$ cat src/rtl/kpe_pkg.sv
// Package of the k-permutation enumerator: size defaults, result status codes,
// register indexes, sequencer states and the configuration bundle.
// No dependencies; used by kpe_cfg_regs and k_permutation_enumerator_unit.
package kpe_pkg;

  // Default sizes of the option bitmap and the slot array.
  localparam int unsigned MaxOptionsDefault = 32;
  localparam int unsigned MaxPickDefault    = 16;

  // Status codes carried by each result beat.
  localparam logic [1:0] StatusElement   = 2'd0;
  localparam logic [1:0] StatusExhausted = 2'd1;
  localparam logic [1:0] StatusBadConfig = 2'd2;

  // Configuration address width and register indexes (index is paddr[2]).
  localparam int unsigned CfgAddrW       = 3;
  localparam logic        RegOptionCount = 1'b0;
  localparam logic        RegPickCount   = 1'b1;

  // Sequencer states.
  typedef enum logic [2:0] {
    StIdle,
    StCheck,
    StSlot,
    StScan,
    StEmit,
    StOut
  } seq_state_e;

  // Configuration values plus a one-cycle write strobe.
  typedef struct packed {
    logic [5:0] option_count;
    logic [4:0] pick_count;
    logic       wr;
  } cfg_t;

endpackage

$ cat src/rtl/kpe_cfg_regs.sv
// Configuration registers of the k-permutation enumerator behind an APB-style port.
// Depends on kpe_pkg for the register indexes and the cfg_t bundle.
module kpe_cfg_regs import kpe_pkg::*; (
  input  logic                clk_i,
  input  logic                rst_ni,
  input  logic                psel,
  input  logic                penable,
  input  logic                pwrite,
  input  logic [CfgAddrW-1:0] paddr,
  input  logic [31:0]         pwdata,
  output logic [31:0]         prdata,
  output logic                pready,
  output cfg_t                cfg_o
);

  logic [5:0] option_count_q;
  logic [4:0] pick_count_q;
  logic       wr;

  // The port never inserts wait states.
  assign pready = 1'b1;
  assign wr     = psel && penable && pwrite;

  // Register writes; every address decodes to one of the two registers.
  always_ff @(posedge clk_i or negedge rst_ni) begin
    if (!rst_ni) begin
      option_count_q <= 6'd1;
      pick_count_q   <= 5'd1;
    end else if (wr) begin
      case (paddr[2])
        RegOptionCount: option_count_q <= pwdata[5:0];
        RegPickCount:   pick_count_q   <= pwdata[4:0];
        default:        ;
      endcase
    end
  end

  // Read data mux.
  always_comb begin
    case (paddr[2])
      RegOptionCount: prdata = {26'd0, option_count_q};
      RegPickCount:   prdata = {27'd0, pick_count_q};
      default:        prdata = 32'd0;
    endcase
  end

  assign cfg_o.option_count = option_count_q;
  assign cfg_o.pick_count   = pick_count_q;
  assign cfg_o.wr           = wr;

endmodule

$ cat src/rtl/k_permutation_enumerator_unit.sv
// Top level of the lexicographic k-permutation enumerator: backtracking sequencer,
// slot array, option bitmap and output register. Depends on kpe_pkg, kpe_cfg_regs.
//
//   channel  direction  handshake                payload
//   in       input      in_valid_i / in_stall_o  restart_i
//   out      output     out_valid_o / out_stall_i element_value_o, element_position_o,
//                                                last_element_o, status_o
//   cfg      input      psel/penable/pwrite/pready paddr, pwdata, prdata
//
// StCheck checks an accepted request. Each slot visited passes StSlot, then StScan,
// which tests candidate options one at a time in the shared compare/increment step
// until one is free or they run out. Element beats pass StEmit, then StOut; status
// beats pass only StOut. Reset clears the search state at once; a config write or
// a restart does too. A stalled output beat holds the sequencer; no request is taken
// until the last beat of the current one has been delivered.
module k_permutation_enumerator_unit import kpe_pkg::*; #(
  parameter int unsigned MAX_OPTIONS = MaxOptionsDefault,
  parameter int unsigned MAX_PICK    = MaxPickDefault
) (
  input  logic                clk_i,
  input  logic                rst_ni,
  input  logic                in_valid_i,
  output logic                in_stall_o,
  input  logic                restart_i,
  output logic                out_valid_o,
  input  logic                out_stall_i,
  output logic [4:0]          element_value_o,
  output logic [3:0]          element_position_o,
  output logic                last_element_o,
  output logic [1:0]          status_o,
  input  logic                psel,
  input  logic                penable,
  input  logic                pwrite,
  input  logic [CfgAddrW-1:0] paddr,
  input  logic [31:0]         pwdata,
  output logic [31:0]         prdata,
  output logic                pready
);

  localparam int unsigned IW = (MAX_PICK > 1) ? $clog2(MAX_PICK) : 1;
  localparam int unsigned OW = (MAX_OPTIONS > 1) ? $clog2(MAX_OPTIONS) : 1;
  localparam int unsigned CW = $clog2(MAX_OPTIONS + 1);
  localparam logic [6:0] MaxPickW = 7'(MAX_PICK);
  localparam logic [6:0] MaxOptW  = 7'(MAX_OPTIONS);

  cfg_t cfg;

  kpe_cfg_regs u_cfg (
    .clk_i   (clk_i),
    .rst_ni  (rst_ni),
    .psel    (psel),
    .penable (penable),
    .pwrite  (pwrite),
    .paddr   (paddr),
    .pwdata  (pwdata),
    .prdata  (prdata),
    .pready  (pready),
    .cfg_o   (cfg)
  );

  seq_state_e state_q, state_d;

  logic [MAX_PICK-1:0]    slot_valid_q;
  logic [MAX_OPTIONS-1:0] used_q;
  logic [IW-1:0]          pos_q;
  logic [IW-1:0]          cursor_q;
  logic [IW-1:0]          out_idx_q;
  logic                   finished_q;
  logic [OW-1:0]          slot_choice_q [MAX_PICK];
  logic [CW-1:0]          cand_q;
  logic [4:0]             val_q;
  logic [3:0]             epos_q;
  logic                   last_q;
  logic [1:0]             status_q;

  logic          in_acc;
  logic          out_acc;
  logic          clear;
  logic          bad_cfg;
  logic [4:0]    k_m1;
  logic          pos_last;
  logic          pos_zero;
  logic          cand_end;
  logic          cand_used;
  logic          idx_last;
  logic [IW-1:0] rd_idx;
  logic [OW-1:0] rd_choice;
  logic [IW-1:0] start_pos;
  logic [5:0]    choice6;
  logic [7:0]    idx8;

  // Handshakes and state clearing.
  assign in_acc  = in_valid_i && !in_stall_o;
  assign out_acc = out_valid_o && !out_stall_i;
  assign clear   = cfg.wr || (in_acc && restart_i);

  // Configuration checks and the shared compare step of the search.
  assign bad_cfg   = (cfg.pick_count == 5'd0) ||
                     ({1'b0, cfg.pick_count} > cfg.option_count) ||
                     (7'(cfg.pick_count) > MaxPickW) ||
                     (7'(cfg.option_count) > MaxOptW);
  assign k_m1      = cfg.pick_count - 5'd1;
  assign pos_last  = (7'(pos_q) == 7'(k_m1));
  assign pos_zero  = (pos_q == '0);
  assign start_pos = (7'(cursor_q) > 7'(k_m1)) ? IW'(k_m1) : cursor_q;
  assign cand_end  = (7'(cand_q) >= 7'(cfg.option_count));
  assign cand_used = used_q[cand_q[OW-1:0]];
  assign idx_last  = (7'(out_idx_q) == 7'(k_m1));

  // Single read port of the slot array.
  assign rd_idx    = (state_q == StEmit) ? out_idx_q : pos_q;
  assign rd_choice = slot_choice_q[rd_idx];
  assign choice6   = 6'(rd_choice);
  assign idx8      = 8'(out_idx_q);

  // Next state of the sequencer.
  always_comb begin
    state_d = state_q;
    case (state_q)
      StIdle: begin
        if (in_acc) state_d = StCheck;
      end
      StCheck: begin
        if (bad_cfg || finished_q) state_d = StOut;
        else                       state_d = StSlot;
      end
      StSlot: state_d = StScan;
      StScan: begin
        if (cand_end) begin
          state_d = pos_zero ? StOut : StSlot;
        end else if (!cand_used) begin
          state_d = pos_last ? StEmit : StSlot;
        end
      end
      StEmit: state_d = StOut;
      StOut: begin
        if (out_acc) state_d = last_q ? StIdle : StEmit;
      end
      default: state_d = StIdle;
    endcase
  end

  // Handshake and payload outputs.
  always_comb begin
    in_stall_o         = (state_q != StIdle);
    out_valid_o        = (state_q == StOut);
    element_value_o    = val_q;
    element_position_o = epos_q;
    last_element_o     = last_q;
    status_o           = status_q;
  end

  // Control state: search position, slot valid bits, option bitmap.
  always_ff @(posedge clk_i or negedge rst_ni) begin
    if (!rst_ni) begin
      state_q      <= StIdle;
      slot_valid_q <= '0;
      used_q       <= '0;
      pos_q        <= '0;
      cursor_q     <= '0;
      out_idx_q    <= '0;
      finished_q   <= 1'b0;
    end else begin
      state_q <= state_d;
      if (clear) begin
        slot_valid_q <= '0;
        used_q       <= '0;
        cursor_q     <= '0;
        finished_q   <= 1'b0;
      end
      case (state_q)
        StCheck: begin
          if (!bad_cfg && !finished_q) pos_q <= start_pos;
        end
        StSlot: begin
          // Give back the option this slot held before trying the next one.
          if (slot_valid_q[pos_q]) used_q[rd_choice] <= 1'b0;
        end
        StScan: begin
          if (cand_end) begin
            slot_valid_q[pos_q] <= 1'b0;
            if (pos_zero) begin
              finished_q <= 1'b1;
              cursor_q   <= '0;
            end else begin
              pos_q <= pos_q - IW'(1);
            end
          end else if (!cand_used) begin
            slot_valid_q[pos_q]       <= 1'b1;
            used_q[cand_q[OW-1:0]]    <= 1'b1;
            if (pos_last) begin
              cursor_q  <= pos_q;
              out_idx_q <= '0;
            end else begin
              pos_q <= pos_q + IW'(1);
            end
          end
        end
        StOut: begin
          if (out_acc && !last_q) out_idx_q <= out_idx_q + IW'(1);
        end
        default: ;
      endcase
    end
  end

  // Payload registers: candidate, slot contents and the output beat.
  always_ff @(posedge clk_i) begin
    case (state_q)
      StCheck: begin
        val_q  <= 5'd0;
        epos_q <= 4'd0;
        last_q <= 1'b1;
        if (bad_cfg) status_q <= StatusBadConfig;
        else         status_q <= StatusExhausted;
      end
      StSlot: begin
        cand_q <= slot_valid_q[pos_q] ? CW'(rd_choice) + CW'(1) : '0;
      end
      StScan: begin
        if (cand_end) begin
          val_q    <= 5'd0;
          epos_q   <= 4'd0;
          last_q   <= 1'b1;
          status_q <= StatusExhausted;
        end else if (cand_used) begin
          cand_q <= cand_q + CW'(1);
        end else begin
          slot_choice_q[pos_q] <= cand_q[OW-1:0];
        end
      end
      StEmit: begin
        val_q    <= choice6[4:0];
        epos_q   <= idx8[3:0];
        last_q   <= idx_last;
        status_q <= StatusElement;
      end
      default: ;
    endcase
  end

  // A request is taken only when no result beat is pending.
  a_no_accept_with_result: assert property (@(posedge clk_i) disable iff (!rst_ni)
    !in_stall_o |-> !out_valid_o)
    else $error("request taken while a result beat is pending");

  // Status beats are single, marked last and carry zero fields.
  a_status_beat_form: assert property (@(posedge clk_i) disable iff (!rst_ni)
    out_valid_o && (status_o != StatusElement) |->
      last_element_o && (element_value_o == 5'd0) && (element_position_o == 4'd0))
    else $error("malformed status beat");

  // After the last beat of a request the block is ready again.
  a_ready_after_last: assert property (@(posedge clk_i) disable iff (!rst_ni)
    out_acc && last_element_o |=> !in_stall_o)
    else $error("block not ready after the last beat");

  // The search position stays inside the permutation.
  a_pos_in_range: assert property (@(posedge clk_i) disable iff (!rst_ni)
    (state_q == StSlot || state_q == StScan) |-> (7'(pos_q) <= 7'(k_m1)))
    else $error("search position beyond the pick count");

endmodule
$ cat config.mk
export PLATFORM = sky130hd
export DESIGN_NAME = k_permutation_enumerator_unit
export DESIGN_NICKNAME = d
export VERILOG_FILES = /design/src/rtl/kpe_pkg.sv /design/src/rtl/kpe_cfg_regs.sv /design/src/rtl/k_permutation_enumerator_unit.sv
export SDC_FILE = /design/constraint.sdc
export NUM_CORES = 1
export LEC_CHECK = 0
export ABC_AREA = 1
export BUFFER_PORTS_ARGS = -buffer_cell sky130_fd_sc_hd__buf_2
export CORE_UTILIZATION = 60
export DETAILED_ROUTE_END_ITERATION = 6
export PLACE_DENSITY = 0.8
export SKIP_CTS_REPAIR_TIMING = 1
export SYNTH_ARGS = -nofsm -noshare
export SYNTH_HDL_FRONTEND = slang
export SYNTH_SLANG_ARGS = --single-unit
$ cat constraint.sdc
create_clock -name clk_i -period 4.1 [get_ports clk_i]
set_input_delay 0.82 -clock clk_i [delete_from_list [all_inputs] [get_ports clk_i]]
set_output_delay 0.82 -clock clk_i [all_outputs]
set_load 0.02 [all_outputs]
==> results of run 1 <==
cell type report:
cell class	count	area (um2)
Clock inverter	14	120
Timing Repair Buffer	50	293
Fill cell	1302	5320
Tap cell	216	270
Sequential cell	173	4820
Inverter	169	637
Clock buffer	18	429
Multi-Input combinational cell	825	4050
state kept, by name, summed over array words and instances (netlist names):
register and count:
slot_choice_q 80, used_q 32, slot_valid_q 16, cand_q 6, u_cfg.option_count_q 6, element_value_o 5, u_cfg.pick_count_q 5, cursor_q 4
element_position_o 4, out_idx_q 4, pos_q 4, state_q 3, status_o 2, finished_q 1, last_element_o 1
worst max-delay path, stage by stage (launching register included):
cell      delay, ns
edfxtp_1       0.75
inv_1          0.39
nor2_1         0.09
o21ai_1        0.08
nand2_1        0.09
nand2_1        0.09
nand2_1        0.07
nor2_1         0.13
nand2_1        0.20
nor2_4         0.38
nand2_4        0.28
nor2_1         0.51
where the power goes:
group | switching [mW] | internal, mW | leakage, nW | total (mW)
clock network | 0.689 | 0.834 | 0.256 | 1.52
logic | 2.35 | 0.847 | 2.86 | 3.20
registers | 0.149 | 2.05 | 1.91 | 2.20
total | 3.19 | 3.73 | 5.03 | 6.92
logic make-up after synthesis:
group	after synthesis	synth area share [%]
compound gates	163	9.67
xor+xnor	12	1.07
fa+ha+maj	29	3.77
buf+inv	234	10.7
flops	173	49.0
other cells	2	0.0764
simple gates	594	25.6
metal layers:
| layer | share of wire (%) | routed length, um | vias up |
|---|---|---|---|
| li1 | - | - | 3928 |
| met1 | 41 | 9760 | 3740 |
| met2 | 48 | 11500 | 381 |
| met3 | 7.7 | 1840 | 67 |
| met4 | 2.9 | 702 | 0 |
| met5 | 0 | 0 | - |
path summary, 6_finish.rpt:
kind / depth (start not counted) / end / slack (ns)
hold reg to reg: 2 / used_q[20]$_DFF_PN0_ / 0.53
hold / removal: 1 / u_cfg.pick_count_q[2]$_DFFE_PN0P_ / 0.52
min in group clk_i: 2 / used_q[20]$_DFF_PN0_ / 0.53
setup reg to reg: 11 / slot_choice_q[0][3]$_DFFE_PP_ / 0.69
max in group asynchronous: 1 / slot_valid_q[10]$_DFF_PN0_ / 2.93
setup / recovery: 11 / slot_choice_q[0][3]$_DFFE_PP_ / 0.69
synth_stat cells, types with 13 or more instances:
library cell / count / area, um2
edfxtp_1: 98 / 2940
inv_1: 164 / 616
dfrtp_1: 73 / 1830
o21ai_0: 61 / 305
buf_4: 32 / 240
nand2_1: 305 / 1140
buf_2: 13 / 65.1
a22oi_1: 28 / 210
nand3_1: 109 / 546
clkbuf_1: 13 / 48.8
a21oi_1: 16 / 80.1
o21ai_1: 33 / 165
ha_1: 28 / 350
nor2_1: 136 / 510
stage by stage:
| stage | instance area (um2) | utilization [%] |
|---|---|---|
| final | 10600 | 66.6 |
| after global routing | 10600 | 66.6 |
| after CTS | 10600 | 66.6 |
| after detailed placement | 10100 | 63.2 |
| after global placement | 10100 | 63.2 |
| after floorplan | 9930 | - |
==> out/metrics.csv, run 1 <==
metric,value,unit
synth.avg_cell_area,8.15,um2
area_delta_synth_final,8.00,%
synth_flop_cell,edfxtp_1,
violations,DRC,
worst_pin_slew,1.01,ns
ios,90,
synth.distinct_cells,45,
hp-class,input pin to asynchronous set/reset pin,
core_area,15900,um2
r2r_start,cand_q[1]$_DFFE_PP_,
synthCells,1207,
num_antenna_cells,0,
critPathLaunchType,flop,
dpl_worst_slack,0.809,ns
dp.cells,1433,
setup_tns,0,ns
grt_pass1_vias,7677,
dp_hpwl,16400,um
cts_tree,done,
row_count,46,
wl_per_cell,16.3,um
dr.pass1.iters,7,
finalCritPeriodShare,83.3,%
stdcell_count,1465,
cts_buffer_depth,2,
die-area,16900,um2
peakVddDrop,0.000353,V
async_reset_ff_share,43.4,%
arrival,3.49,ns
drt_wl_total,23800,um
finalPower,6.92,mW
slew_viol_final,0,
crit_fanout,23,
fin_skew,0.00602,ns
cellPowerDensity,652,nW/um2
globalRoute.totalOverflow,0,
use_met1,37.1,%
synth_area,9830,um2
slew_headroom,32.9,%
cts_inserted_buffers,17,
status,finished with violations,
clockRootBuffer,clkbuf_16,
critPathKind,flop to flop,
fin_nets,1308,
grt_max_degree,76,
grt_pass1_wl,37900,um
die_y,130,um
fin_crit,3.41,ns
grt_usage,29.8,%
yosysWarningCount,0,
busiest_layer,met2,
clock-sinks,173,
antenna_found_initial,0,
drcViolationCount,1,
globalRouteMet3Util,5.33,%
startpoint,cand_q[1]$_DFFE_PP_,
place.gp.congestion,0.949,
finalHoldViolCount,0,
drv_cap,0,
io_buffers,34,
rsz0062_at_grt,no,
final_common_cell,nand2_1,
cp.required,4.18,ns
yosysSeqAreaShare,49.0,%
fp.dieW,130,um
final_layout_size_suffix_gt1_share,8.97,%
setup_violations,0,
start_util,61.7,%
path_clk_slew,0.07,ns
hold-worst-slack,0.520,ns
ys_ff_latch,173,
viasPerCell,5.54,
leakagePower,5.03,nW
first_iter_violations,782,
synth-edff-count,98,
cts-htree-levels,4,
via_count,8116,
most-common-layout-cells,"305 x nand2_1, 164 x inv_1, 136 x nor2_1",
worst_setup_path_end_kind,flop,
clk_latency,0.44,ns
fmax,293,MHz
antenna_left,0,
grt_use_met2,50.8,%
setup_ws,0.686,ns
Power figures use the tool's default switching activity.
==> run 2: changes to the inputs <==
Clock period 4.1 ns to 3.35 ns, I/O delays scaled along.
==> out/metrics.csv, run 2 (synthesis results as in run 1) <==
metric,value,unit
seq_power_share,30.6,%
final_layout_size_suffix_gt1_share,9.94,%
r2r_setup_slack,0.34,ns
hp-class,input pin to asynchronous set/reset pin,
place.gp.congestion,0.934,
r2r_start,cand_q[3]$_DFFE_PP_,
grt_pass1_vias,7741,
fp.dieW,130,um
clkPwrFrac,23.8,%
largest_registers,"slot_choice_q x80, used_q x32, slot_valid_q x16",
cellInternalPower,4.81,mW
num_antenna_cells,0,
reg2reg_depth,9,
final_common_cell,nand2_1,
dpl_cell_area,10200,um2
leakagePower,5.12,nW
row_count,46,
cts_inserted_buffers,17,
use_met1,41.2,%
setup_violations,0,
antenna_found_initial,0,
r2r-end,slot_choice_q[0][3]$_DFFE_PP_,
first_iter_violations,758,
drcViolationCount,0,
grt_pass1_wl,39300,um
rsz0062_at_grt,no,
via_count,8127,
cts_buffer_depth,2,
clockRootBuffer,clkbuf_16,
final_area,10800,um2
grt_max_degree,76,
worst_setup_path_end_kind,flop,
antenna_left,0,
p_comb_share,45.6,%
finalCritPeriodShare,89.7,%
drt_wl_total,23900,um
fin_skew,0.00940,ns
p_switching,3.94,mW
ios,90,
wl_per_cell,16.2,um
die_y,130,um
busiest_layer,met2,
dp_hpwl,16500,um
grt_usage,30.8,%
arrival,3.08,ns
viasPerCell,5.51,
cellPowerDensity,812,nW/um2
globalRoute.totalOverflow,0,
critPathLaunchType,flop,
slew_viol_final,0,
finish.utilization,67.6,%
dr.pass1.iters,5,
io_buffers,34,
crit_fanout,23,
clk_latency,0.44,ns
die-area,16900,um2
cts-htree-levels,4,
switching_share,45.0,%
cts_tree,done,
setup_tns,0,ns
finalHoldViolCount,0,
peakVddDrop,0.000410,V
path_clk_slew,0.07,ns
grt_use_met2,49.5,%
worst_pin_slew,0.982,ns
fin_crit,3.01,ns
critPathKind,flop to flop,
hold-worst-slack,0.369,ns
clock-sinks,173,
globalRouteMet3Util,6.44,%
largest_reg_flops,80,
slew_headroom,34.5,%
fmax,333,MHz
most-common-layout-cells,"305 x nand2_1, 164 x inv_1, 136 x nor2_1",
area_delta_synth_final,9.66,%
status,completed,
core_area,15900,um2
largest_register,slot_choice_q,
fin_nets,1317,
start_util,61.7,%
drv_cap,0,
cp.required,3.43,ns
run 2: worst max-delay path, stage by stage (launching register included):
cell      delay (ns)
edfxtp_1        0.64
nand2_1         0.24
nor2_1          0.12
nand2_1         0.10
nand2_1         0.06
nor2_1          0.12
nand2_1         0.19
nor2_4          0.38
nand2_4         0.27
nor2_1          0.51
run 2: stage by stage:
step	instances	worst slack, ns	power [mW]
final	1474	0.344	8.75
after global routing	1474	0.163	9.25
after CTS	1474	0.387	8.69
after detailed placement	1442	0.363	6.61
after global placement	1442	0.473	6.51
after floorplan	1232	0.391	5.48
run 2: how the worst max path moves through the flow:
stage / start / to / slack [ns] / cells after the start
6_report: cand_q[3]$_DFFE_PP_ / slot_choice_q[0][3]$_DFFE_PP_ / 0.34 / 9
5_1_grt: state_q[0]$_DFFE_PN0P_ / used_q[19]$_DFF_PN0_ / 0.16 / 16
4_1_cts: cand_q[3]$_DFFE_PP_ / slot_choice_q[0][4]$_DFFE_PP_ / 0.39 / 8
3_5_place_dp: cand_q[3]$_DFFE_PP_ / slot_choice_q[0][1]$_DFFE_PP_ / 0.36 / 8
3_3_place_gp: state_q[0]$_DFFE_PN0P_ / used_q[16]$_DFF_PN0_ / 0.47 / 12
2_1_floorplan: cand_q[0]$_DFFE_PP_ / pos_q[3]$_DFFE_PN0P_ / 0.39 / 15
run 2: metal layers:
layer / routed length (um) / up-vias
met5: 0 / -
met4: 728 / 0
met3: 1660 / 75
met2: 11300 / 359
met1: 10200 / 3748
li1: - / 3945
run 2: power groups by stage:
| stage | registers [mW] | logic (mW) | clock network (mW) |
|---|---|---|---|
| final | 2.68 | 3.99 | 2.08 |
| after CTS | 2.67 | 3.93 | 2.08 |
| after detailed placement | 2.72 | 3.89 | 0 |
| after floorplan | 2.75 | 2.73 | 0 |
| after global routing | 2.70 | 4.39 | 2.17 |
| after global placement | 2.71 | 3.81 | 0 |
run 2: cell type report:
type	instances	area (um2)
tap	216	270
fill	1310	5160
clock buffer	18	439
sequential	173	4820
inverter	169	637
multi-input combinational	825	4050
clock inverter	14	180
timing repair buffer	59	385
==> run 3: changes to the inputs <==
==> constraint.sdc (replaced) <==
create_clock -name clk_i -period 3.3 [get_ports clk_i]
set_input_delay 0.165 -clock clk_i [delete_from_list [all_inputs] [get_ports clk_i]]
set_output_delay 0.165 -clock clk_i [all_outputs]
set_load 0.02 [all_outputs]
==> out/metrics.csv, run 3 (synthesis results as in run 1) <==
metric,value,unit
hp-class,input pin to flop,
dr.pass1.iters,6,
cellPowerDensity,804,nW/um2
viasPerCell,5.56,
setup_ws,0.265,ns
clockRootBuffer,clkbuf_16,
cp_common_cell,nand2_1,
r2r_setup_slack,0.26,ns
grt_max_degree,76,
fmax,329,MHz
wl_per_cell,16.1,um
crit_fanout,23,
critPathKind,flop to flop,
drt_wl_total,23900,um
r2r_start,cand_q[4]$_DFFE_PP_,
dpl_cell_area,10200,um2
grt_pass1_wl,38700,um
clock-sinks,173,
rsz0062_at_grt,no,
final_layout_size_suffix_gt1_share,9.87,%
startpoint,cand_q[4]$_DFFE_PP_,
fill_cells,1279,
globalRoute.totalOverflow,0,
dp_hpwl,16600,um
dpl_worst_slack,0.344,ns
finish.utilization,67.8,%
fin_crit,3.04,ns
clk_latency,0.44,ns
drv_cap,0,
cp.required,3.38,ns
cts_buffer_depth,2,
first_iter_violations,942,
start_util,61.7,%
setup_tns,0,ns
critPathSlowestCell,nor2_1,
path_clk_slew,0.07,ns
core_area,15900,um2
row_count,46,
most-common-layout-cells,"305 x nand2_1, 164 x inv_1, 136 x nor2_1",
leakagePower,5.13,nW
worst_pin_slew,1.00,ns
crit_chain,"buf_4, nand2_1, nor2_1, nand2_1, nand2_1, nor2_1, nand2_1, nor2_4, nand2_4, nor2_1",
cts-htree-levels,4,
critPathCapture,slot_choice_q[0][2]$_DFFE_PP_,
via_count,8251,
fin_nets,1326,
arrival,3.11,ns
setup_violations,0,
ios,90,
grt_pass1_vias,7681,
fin_skew,0.0121,ns
final_common_cell,nand2_1,
grt_usage,30.4,%
r2r-end,slot_choice_q[0][2]$_DFFE_PP_,
cts_tree,done,
cts_inserted_buffers,17,
antenna_left,0,
place.gp.congestion,0.923,
slew_headroom,33.3,%
num_antenna_cells,0,
fp.dieW,130,um
worst_setup_path_end_kind,flop,
status,completed,
final_area,10800,um2
crit_path_max_incr_delay,0.49,ns
peakVddDrop,0.000525,V
critPathLaunchType,flop,
die_y,130,um
finalCritPeriodShare,92.0,%
io_buffers,34,
die-area,16900,um2
slew_viol_final,0,
largest_reg_flops,80,
largest_register,slot_choice_q,
largest_registers,"slot_choice_q x80, used_q x32, slot_valid_q x16",
antenna_found_initial,0,
area_delta_synth_final,9.86,%
finalHoldViolCount,0,
reg2reg_depth,10,
drcViolationCount,0,
[run 3: worst min-delay path by stage]
stage,startpoint,end,depth (start not counted)
after CTS,rst_ni,u_cfg.option_count_q[2]$_DFFE_PN0P_,1
after global placement,rst_ni,u_cfg.pick_count_q[2]$_DFFE_PN0P_,1
after global routing,out_stall_i,state_q[2]$_DFFE_PN0P_,3
after detailed placement,pwdata[5],u_cfg.option_count_q[5]$_DFFE_PN0P_,3
final,out_stall_i,state_q[2]$_DFFE_PN0P_,3
after floorplan,rst_ni,cursor_q[0]$_DFF_PN0_,0
[run 3: cell type report]
class                      instances  area [um2]  area share (%)
sequential                       173        4820            44.6
multi-input combinational        825        4050            37.5
inverter                         169         637            5.90
timing repair buffer              68         458            4.24
clock buffer                      18         429            3.97
tap                              216         270            2.50
clock inverter                    14         133            1.23
[run 3: stage by stage]
| step | total power [mW] | instances | hold WS [ns] |
|---|---|---|---|
| 6_report | 8.69 | 1483 | 0.00621 |
| 5_1_grt | 9.21 | 1483 | 0.00859 |
| 4_1_cts | 8.63 | 1476 | -0.0767 |
| 3_5_place_dp | 6.67 | 1444 | 0.378 |
| 3_3_place_gp | 6.60 | 1444 | 0.378 |
| 2_1_floorplan | 5.57 | 1232 | -0.131 |
[run 3: where the power goes]
part | total, mW | switching (mW) | internal (mW) | leakage, nW
logic | 4.04 | 2.93 | 1.11 | 2.94
clock network | 1.94 | 0.890 | 1.05 | 0.276
registers | 2.70 | 0.154 | 2.55 | 1.91
[run 3: critical path: cells and delay by family (launching register included)]
family                 cells  cell delay (ns)
buffers and inverters      1             0.23
flip-flops                 1             0.45
AND/OR/NAND/NOR            9             1.99
[run 3: per-layer routing]
layer | GRT usage (%) | part of all wire [%]
met1 | 41.7 | 42
met2 | 48.0 | 46
met3 | 4.84 | 8.2
met4 | 13.2 | 3.0
met5 | 0 | 0
